==> src/rtl/conv3_pkg.sv <==
// Shared types, constants and helpers for the 3x3 convolution filter.
package conv3_pkg;

  localparam int unsigned MAX_WIDTH  = 1024;
  localparam int unsigned MAX_HEIGHT = 1024;
  localparam int unsigned COEF_BITS  = 16;
  localparam int unsigned FRAC_BITS  = 8;
  localparam int unsigned KREG_W     = 48;
  localparam int unsigned DIM_W      = 11;
  localparam int unsigned COL_W      = $clog2(MAX_WIDTH);
  localparam int unsigned CFG_IDX_W  = 3;
  localparam int unsigned PIX_W      = 8;

  // Arithmetic widths: coef times unsigned pixel, then sums of three and nine
  localparam int unsigned PROD_W = COEF_BITS + PIX_W + 1;
  localparam int unsigned ROW_W  = PROD_W + 2;
  localparam int unsigned SUM_W  = PROD_W + 4;

  // Middle kernel row after reset: 1.0 at the centre tap
  localparam logic [KREG_W-1:0] KERN_MID_RESET = 48'h0000_0100_0000;

  typedef enum logic [CFG_IDX_W-1:0] {
    CFG_KERN_TOP = 3'd0,
    CFG_KERN_MID = 3'd1,
    CFG_KERN_BOT = 3'd2,
    CFG_WIDTH    = 3'd3,
    CFG_HEIGHT   = 3'd4
  } cfg_reg_e;

  typedef logic [PIX_W-1:0] pix_t;

  // Window indexed [row][col], row 0 on top, col 0 on the left
  typedef pix_t [2:0][2:0] win_t;

  typedef logic [2:0][KREG_W-1:0] kern_t;

  typedef struct packed {
    logic func;
    pix_t pixel_in;
  } in_req_t;

  typedef struct packed {
    pix_t pixel_out;
    logic run_last;
    logic frame_last;
  } out_rsp_t;

  // One filter evaluation handed from the window stage to the arithmetic
  typedef struct packed {
    win_t win;
    logic run_last;
    logic frame_last;
  } job_t;

  // Map zero to one and saturate at the maximum
  function automatic logic [DIM_W-1:0] clamp_dim(logic [DIM_W-1:0] v,
                                                 logic [DIM_W-1:0] maxv);
    logic [DIM_W-1:0] r;
    if (v == '0) begin
      r = DIM_W'(1);
    end else if (v > maxv) begin
      r = maxv;
    end else begin
      r = v;
    end
    return r;
  endfunction

endpackage

==> src/rtl/conv3_filter.sv <==
// Multiply, sum and clamp pipeline for one 3x3 window per request.
module conv3_filter (
  input  logic              clk_i,
  input  logic              rst_ni,
  input  conv3_pkg::kern_t  kern_i,
  input  logic              job_valid_i,
  output logic              job_ready_o,
  input  conv3_pkg::job_t   job_i,
  output logic              out_valid_o,
  input  logic              out_ready_i,
  output conv3_pkg::out_rsp_t out_rsp_o
);
  import conv3_pkg::*;

  typedef struct packed {
    logic run_last;
    logic frame_last;
  } tag_t;

  logic                     p_valid_q, q_valid_q, out_valid_q;
  logic                     p_adv, q_adv, out_adv;
  logic signed [PROD_W-1:0] prod_d [3][3];
  logic signed [PROD_W-1:0] prod_q [3][3];
  logic signed [ROW_W-1:0]  row_d [3];
  logic signed [ROW_W-1:0]  row_q [3];
  logic signed [SUM_W-1:0]  sum_d;
  tag_t                     p_tag_q, q_tag_q;
  pix_t                     pix_d;
  out_rsp_t                 out_q;

  // Stall chain: each stage moves when the next one has room
  assign out_adv     = out_ready_i || !out_valid_q;
  assign q_adv       = !q_valid_q || out_adv;
  assign p_adv       = !p_valid_q || q_adv;
  assign job_ready_o = p_adv;

  // Nine tap products
  always_comb begin
    for (int r = 0; r < 3; r++) begin
      for (int c = 0; c < 3; c++) begin
        prod_d[r][c] = PROD_W'($signed(kern_i[r][c*COEF_BITS +: COEF_BITS]))
                     * PROD_W'($signed({1'b0, job_i.win[r][c]}));
      end
    end
  end

  // Per-row partial sums
  always_comb begin
    for (int r = 0; r < 3; r++) begin
      row_d[r] = ROW_W'(prod_q[r][0]) + ROW_W'(prod_q[r][1]) + ROW_W'(prod_q[r][2]);
    end
  end

  // Total, floor to integer and saturate to 0..255
  always_comb begin
    sum_d = SUM_W'(row_q[0]) + SUM_W'(row_q[1]) + SUM_W'(row_q[2]);
    if (sum_d[SUM_W-1]) begin
      pix_d = '0;
    end else if (sum_d[SUM_W-2:FRAC_BITS+PIX_W] != '0) begin
      pix_d = '1;
    end else begin
      pix_d = sum_d[FRAC_BITS+PIX_W-1:FRAC_BITS];
    end
  end

  // Valid bits
  always_ff @(posedge clk_i or negedge rst_ni) begin
    if (!rst_ni) begin
      p_valid_q   <= 1'b0;
      q_valid_q   <= 1'b0;
      out_valid_q <= 1'b0;
    end else begin
      if (p_adv) begin
        p_valid_q <= job_valid_i;
      end
      if (q_adv) begin
        q_valid_q <= p_valid_q;
      end
      if (out_adv) begin
        out_valid_q <= q_valid_q;
      end
    end
  end

  // Payload stages
  always_ff @(posedge clk_i) begin
    if (p_adv && job_valid_i) begin
      prod_q            <= prod_d;
      p_tag_q.run_last   <= job_i.run_last;
      p_tag_q.frame_last <= job_i.frame_last;
    end
    if (q_adv && p_valid_q) begin
      row_q   <= row_d;
      q_tag_q <= p_tag_q;
    end
    if (out_adv && q_valid_q) begin
      out_q.pixel_out  <= pix_d;
      out_q.run_last   <= q_tag_q.run_last;
      out_q.frame_last <= q_tag_q.frame_last;
    end
  end

  assign out_valid_o = out_valid_q;
  assign out_rsp_o   = out_q;

`ifndef NO_ASSERTIONS
  // The bottom-right pixel always closes its request
  a_frame_is_run_last: assert property (@(posedge clk_i) disable iff (!rst_ni)
    out_valid_q && out_q.frame_last |-> out_q.run_last)
    else $error("frame_last without run_last");

  // A stalled product stage keeps its entry
  a_prod_held: assert property (@(posedge clk_i) disable iff (!rst_ni)
    p_valid_q && !q_adv |=> p_valid_q)
    else $error("product stage dropped an entry");

  // A stalled result keeps its payload
  a_out_held: assert property (@(posedge clk_i) disable iff (!rst_ni)
    out_valid_q && !out_ready_i |=> out_valid_q && $stable(out_q))
    else $error("result changed while stalled");
`endif

endmodule

==> config.mk <==
export PLATFORM = sky130hd
export DESIGN_NAME = conv3_filter
export DESIGN_NICKNAME = d
export VERILOG_FILES = /design/src/rtl/conv3_pkg.sv /design/src/rtl/conv3_filter.sv
export SDC_FILE = /design/constraint.sdc
export NUM_CORES = 2
export LEC_CHECK = 0
export BUFFER_PORTS_ARGS = -buffer_cell sky130_fd_sc_hd__clkbuf_2
export CORE_UTILIZATION = 40
export CTS_BUF_LIST = sky130_fd_sc_hd__clkbuf_4
export CTS_CLUSTER_DIAMETER = 150
export CTS_CLUSTER_SIZE = 28
export DETAILED_ROUTE_END_ITERATION = 7
export HOLD_SLACK_MARGIN = 0.1
export SYNTH_ARGS = -nofsm -noshare
export SYNTH_HDL_FRONTEND = slang
export SYNTH_SLANG_ARGS = --single-unit
export TNS_END_PERCENT = 100
==> constraint.sdc <==
create_clock -name clk_i -period 16.6 [get_ports clk_i]
set_input_delay 1.66 -clock clk_i [delete_from_list [all_inputs] [get_ports clk_i]]
set_output_delay 1.66 -clock clk_i [all_outputs]
set_load 0.005 [all_outputs]
Word-level counts from Yosys, hierarchy flattened
Index checks and enable logic that the tools add are counted.
- word-level logic and storage cells: 50
- flip-flop bits (word level): 323
- output and inout port bits: 12
- muxes and demuxes: 1
- add/subtract/negate cells: 8
- reduce and logical (&&, ||, !) cells: 10
- $mul: 9
- operators by type and width (cell ; number):
    $mul A16 B9 Y25 ; 9
    $add A26 B25 Y27 ; 3
    $add A25 B25 Y26 ; 3
    $add A28 B27 Y29 ; 1
    $add A27 B27 Y28 ; 1
    $reduce_bool A12 Y1 ; 1
    $mux W8 ; 1
    $logic_and A1 B1 Y1 ; 3
    $logic_not A1 Y1 ; 3
    $logic_or A1 B1 Y1 ; 3

Longest topological paths before layout
- depth after elaboration: 5
- mapped depth: 21

Worst setup path after synthesis
Ideal clock, no wire load.
- path kind: in2reg
- start: input out_ready_i
- end: register p_tag_q[0] (netlist bit), enable pin
- data arrival time: 7.032 ns
- setup time: 0.617 ns
- path slack: 8.951 ns
- data required time: 15.983 ns
- stages: 3
- path buffers: 0
- path through: nor2b_1 nand3_1 and2_1
- word-level cells in the longest chain between the ends: 4
- ends and longest elaborated chain (item ; RTL line ; RTL):
    from (decl) ; conv3_filter.sv:10 ; input logic out_ready_i,
    $logic_or A1 B1 Y1 ; conv3_filter.sv:32 ; assign out_adv = out_ready_i || !out_valid_q;
    $logic_or A1 B1 Y1 ; conv3_filter.sv:33 ; assign q_adv = !q_valid_q || out_adv;
    $logic_or A1 B1 Y1 ; conv3_filter.sv:34 ; assign p_adv = !p_valid_q || q_adv;
    net job_ready_o ; conv3_filter.sv:7 ; output logic job_ready_o,
    $logic_and A1 B1 Y1 ; conv3_filter.sv:87 ; if (p_adv && job_valid_i) begin
    to (decl) ; conv3_filter.sv:27 ; tag_t p_tag_q, q_tag_q;
The timed path passes the listed nets, and every way through them passes these cells.
A chain may end at the register's enable or synchronous reset.

==> metrics.md <==
| Metric | Value |
|---|---|
| Buffers on Ports | `233` |
| CTS tree | `done` |
| Skew final | `about 0.096 ns` |
| Yosys warning count | `0` |
| CP required | `between 15 and 20 ns` |
| Crit Path Class | `in2reg` |
| Reg clk slew, reported paths | `0.30 ns` |
| Hold Fails Final Rpt | `0` |
| Clk root buf | `clkbuf_4` |
| Routed WL | `around 130 mm` |
| Layout Cells excl Fill | `approximately 8,000` |
| Antenna violations before repair | `15` |
| RSZ-0062 raised after global routing | `false` |
| Initial Utilization | `0.404` |
| GP Congestion | `slightly below 0.9` |
| Asr flop ratio synth | `0.00929` |
| Core Footprint | `~0.14 mm²` |
| Post-route setup slack | `10.46 ns` |
| Final Critical Period | `6.14 ns` |
| # nets final | `7,915` |
| Dpl hpwl | `between 100 and 150 mm` |
| IO Pins | `around 230` |
| # clock sinks | `323` |
| #FFs+latches synth | `323` |
| Max cap viols | `0` |
| Final setup vio count | `0` |
| CTS HTree Levels | `1` |
| Critical path arrival | `~6.8 ns` |
| Netlist cell types | `slightly below 80` |
| Final hold slack | `approximately 0.46 ns` |
| Worst slew pin tran | `between 1 and 1.5 ns` |
| Post-synth EDFFs | `320` |
| Initial DRC count | `roughly 1,900` |
| Post-DRT Antenna Nets | `0` |
| TritonRoute pass-1 iters | `5` |
| Post-cts sizing count | `0` |
| Die span in x | `around 380 µm` |
| Die Ht | `roughly 380 µm` |
| CP Launch Type | `input port` |
| Vias per cell | `4.90` |
| Lkg Pwr | `a little over 30 nW` |
| Worst skew pair latency | `0.84 ns` |
| Dominant synthesized flop cell | `edfxtp_1` |
| Slew HR | `0.319` |
| Post-Syn Area | `0.0575 mm²` |
| Largest net degree at the start of global routing | `76` |
| GRT Overall Usage | `0.182` |
| R2R cell count | `11` |
| Worst Hold Depth | `0` |
| Total power | `approximately 13 mW` |
| # rows | `~140` |
| Overflow after GRT | `0` |
| Wire length per cell | `15.9 µm` |
| Syn Nets | `7,746` |
| CP Capture Type | `register` |
| Ratio of cells with drive above 1 in the final layout | `0.0485` |
| Placed Cells | `7,992` |
| Crit share post-route | `0.370` |
| First-pass GRT wire length | `approximately 210 mm` |
| Clock tree buffer depth | `3` |
| VDD IR max | `176 µV` |
| Total CTS buffers | `15` |
| Outcome | `completed` |
| HP Class | `reg2reg` |
| DR vias | `slightly below 40,000` |
| Area Growth Syn to Fin | `5.90%` |
| CP Max Fanout | `16` |
| Fmax | `between 150 and 200 MHz` |
| Final Max Tran Viols | `0` |
| TNS Setup | `0 ns` |
| Hold buffers post-CTS | `0` |
| Setup WS pre-CTS | `between 9 and 10 ns` |
| Total die area | `0.145 mm²` |
| Cell count after synthesis | `slightly below 6,000` |
| Mean Syn Cell Area | `just under 10 µm²` |
| Filler Cell Count | `~14,000` |
| Sequential fraction of the synthesis area | `0.168` |
| Post-CTS Setup Repair Bufs | `0` |
| Vias in the first global route | `roughly 42,000` |
| PD cells | `around 210 mW/mm²` |
| DRC viols | `0` |
worst max-delay path: stages:
cell,delay (ns)
clkbuf_2,0.30
nand2_1,0.13
fa_1,0.55
inv_1,0.05
fa_1,0.50
inv_1,0.06
fa_1,0.48
fa_1,0.49
inv_1,0.04
ha_1,0.32
o21ai_0,0.09
nor2_1,0.08
or4b_1,0.52
a221o_1,0.38
a41oi_1,0.32
a211oi_1,0.14
a211oi_1,0.37
a21oi_1,0.14
xor2_1,0.16
routing by layer:
layer / vias up / global-route usage / share of wire
li1: 18700 / - / -
met1: 19700 / 0.240 / 0.44
met2: 655 / 0.317 / 0.49
met3: 163 / 0.0243 / 0.044
met4: 18 / 0.0411 / 0.024
met5: - / 0 / 0.00092
per-stage QoR:
step | utilization | cell area, µm²
after global placement | 0.427 | 60700
after detailed placement | 0.427 | 60700
after floorplan | - | 57500
final | 0.428 | 60900
after global routing | 0.428 | 60900
after CTS | 0.428 | 60900
power breakdown:
part           switching [mW]  internal (mW)
Sequential              0.324           1.89
Clock                   0.251         0.0470
Combinational            5.97           4.46
synth_stat cells, types with 7 or more instances:
cell      number  area, µm²
a211o_1       10       87.6
a211oi_1      38        285
a21boi_0       9       67.6
a21o_1        60        450
a21oi_1      181        906
a31oi_1       19        119
and2_1       641       4010
and3_1        31        194
clkbuf_1      82        308
edfxtp_1     320       9610
fa_1        1022      20500
ha_1         552       6910
inv_1       1396       5240
nand2_1      633       2380
nand2b_1      33        206
nand3_1       52        260
nand4_1       11       68.8
nor2_1       168        631
nor2b_1       28        175
nor3_1        63        315
nor4_1        12       75.1
o211ai_1      12       90.1
o21a_1        43        323
o21ai_0       96        480
o21bai_1      18        135
o31a_1        10       87.6
o31ai_1        7       52.6
or2_2         11       68.8
or3_1         14       87.6
xnor2_1      195       1710
xor2_1        65        569
cells by family (layout without fill, tap and decap cells):
kind of cell / Yosys count / in the layout / share of synthesized area
AND/OR/NAND/NOR: 1718 / 1718 / 0.150
multiplexers: 2 / 2 / 0.000348
other: 0 / 5 / 0
buffers and inverters: 1481 / 1652 / 0.0969
XOR/XNOR: 260 / 260 / 0.0396
adder cells (fa/ha/maj): 1574 / 1574 / 0.476
flip-flops: 323 / 323 / 0.168
AO/OA/AOI/OAI: 592 / 592 / 0.0682
state kept, by name, indices dropped and copies added (netlist names):
name and cells:
out_valid_o 1, p_valid_q 1, p_tag_q 2, row_q 81, q_tag_q 2, q_valid_q 1
out_rsp_o 10, prod_q 225
cell usage in the layout, fill, tap and decap left out, types with 12 or more instances in the layout:
cell / netlist / layout
o21a_1: 43 / 43
nor2_1: 168 / 168
a31oi_1: 19 / 19
nand2_1: 633 / 633
nand2b_1: 33 / 33
xor2_1: 65 / 65
a21o_1: 60 / 60
fa_1: 1022 / 1022
and2_1: 641 / 639
a21oi_1: 181 / 181
a211oi_1: 38 / 38
and3_1: 31 / 31
nor4_1: 12 / 12
o211ai_1: 12 / 12
nor2b_1: 28 / 28
or3_1: 14 / 14
clkbuf_4: 0 / 16
ha_1: 552 / 552
clkbuf_2: 0 / 233
xnor2_1: 195 / 195
nand3_1: 52 / 52
nor3_1: 63 / 63
o21bai_1: 18 / 18
o21ai_0: 96 / 96
inv_1: 1396 / 1396
edfxtp_1: 320 / 320
final cells by class:
type                    instances  area [µm²]  share of cell area
clock buffers                  16         120             0.00197
multi-input cells            4146       42200               0.694
diodes                          5        12.5            0.000206
repair buffers                237        1200              0.0197
well taps                    1890        2360              0.0389
inverters                    1396        5240              0.0861
clock inverters                 3        21.3            0.000349
flip-flops and latches        323        9680               0.159
path summary, 6_finish.rpt:
kind	start	endpoint	slack, ns
max in group asynchronous	rst_ni	out_valid_o$_DFFE_PN0P_	15.96
setup / recovery	job_i[66]	prod_q[23]$_DFFE_PP_	10.46
hold / removal	p_tag_q[0]$_DFFE_PP_	q_tag_q[0]$_DFFE_PP_	0.46
setup reg to reg	row_q[44]$_DFFE_PP_	out_rsp_o[5]$_SDFFCE_PP0P_	12.53
hold reg to reg	p_tag_q[0]$_DFFE_PP_	q_tag_q[0]$_DFFE_PP_	0.46
min in group asynchronous	rst_ni	q_valid_q$_DFFE_PN0P_	0.54
(Power assumes the default switching activity.)
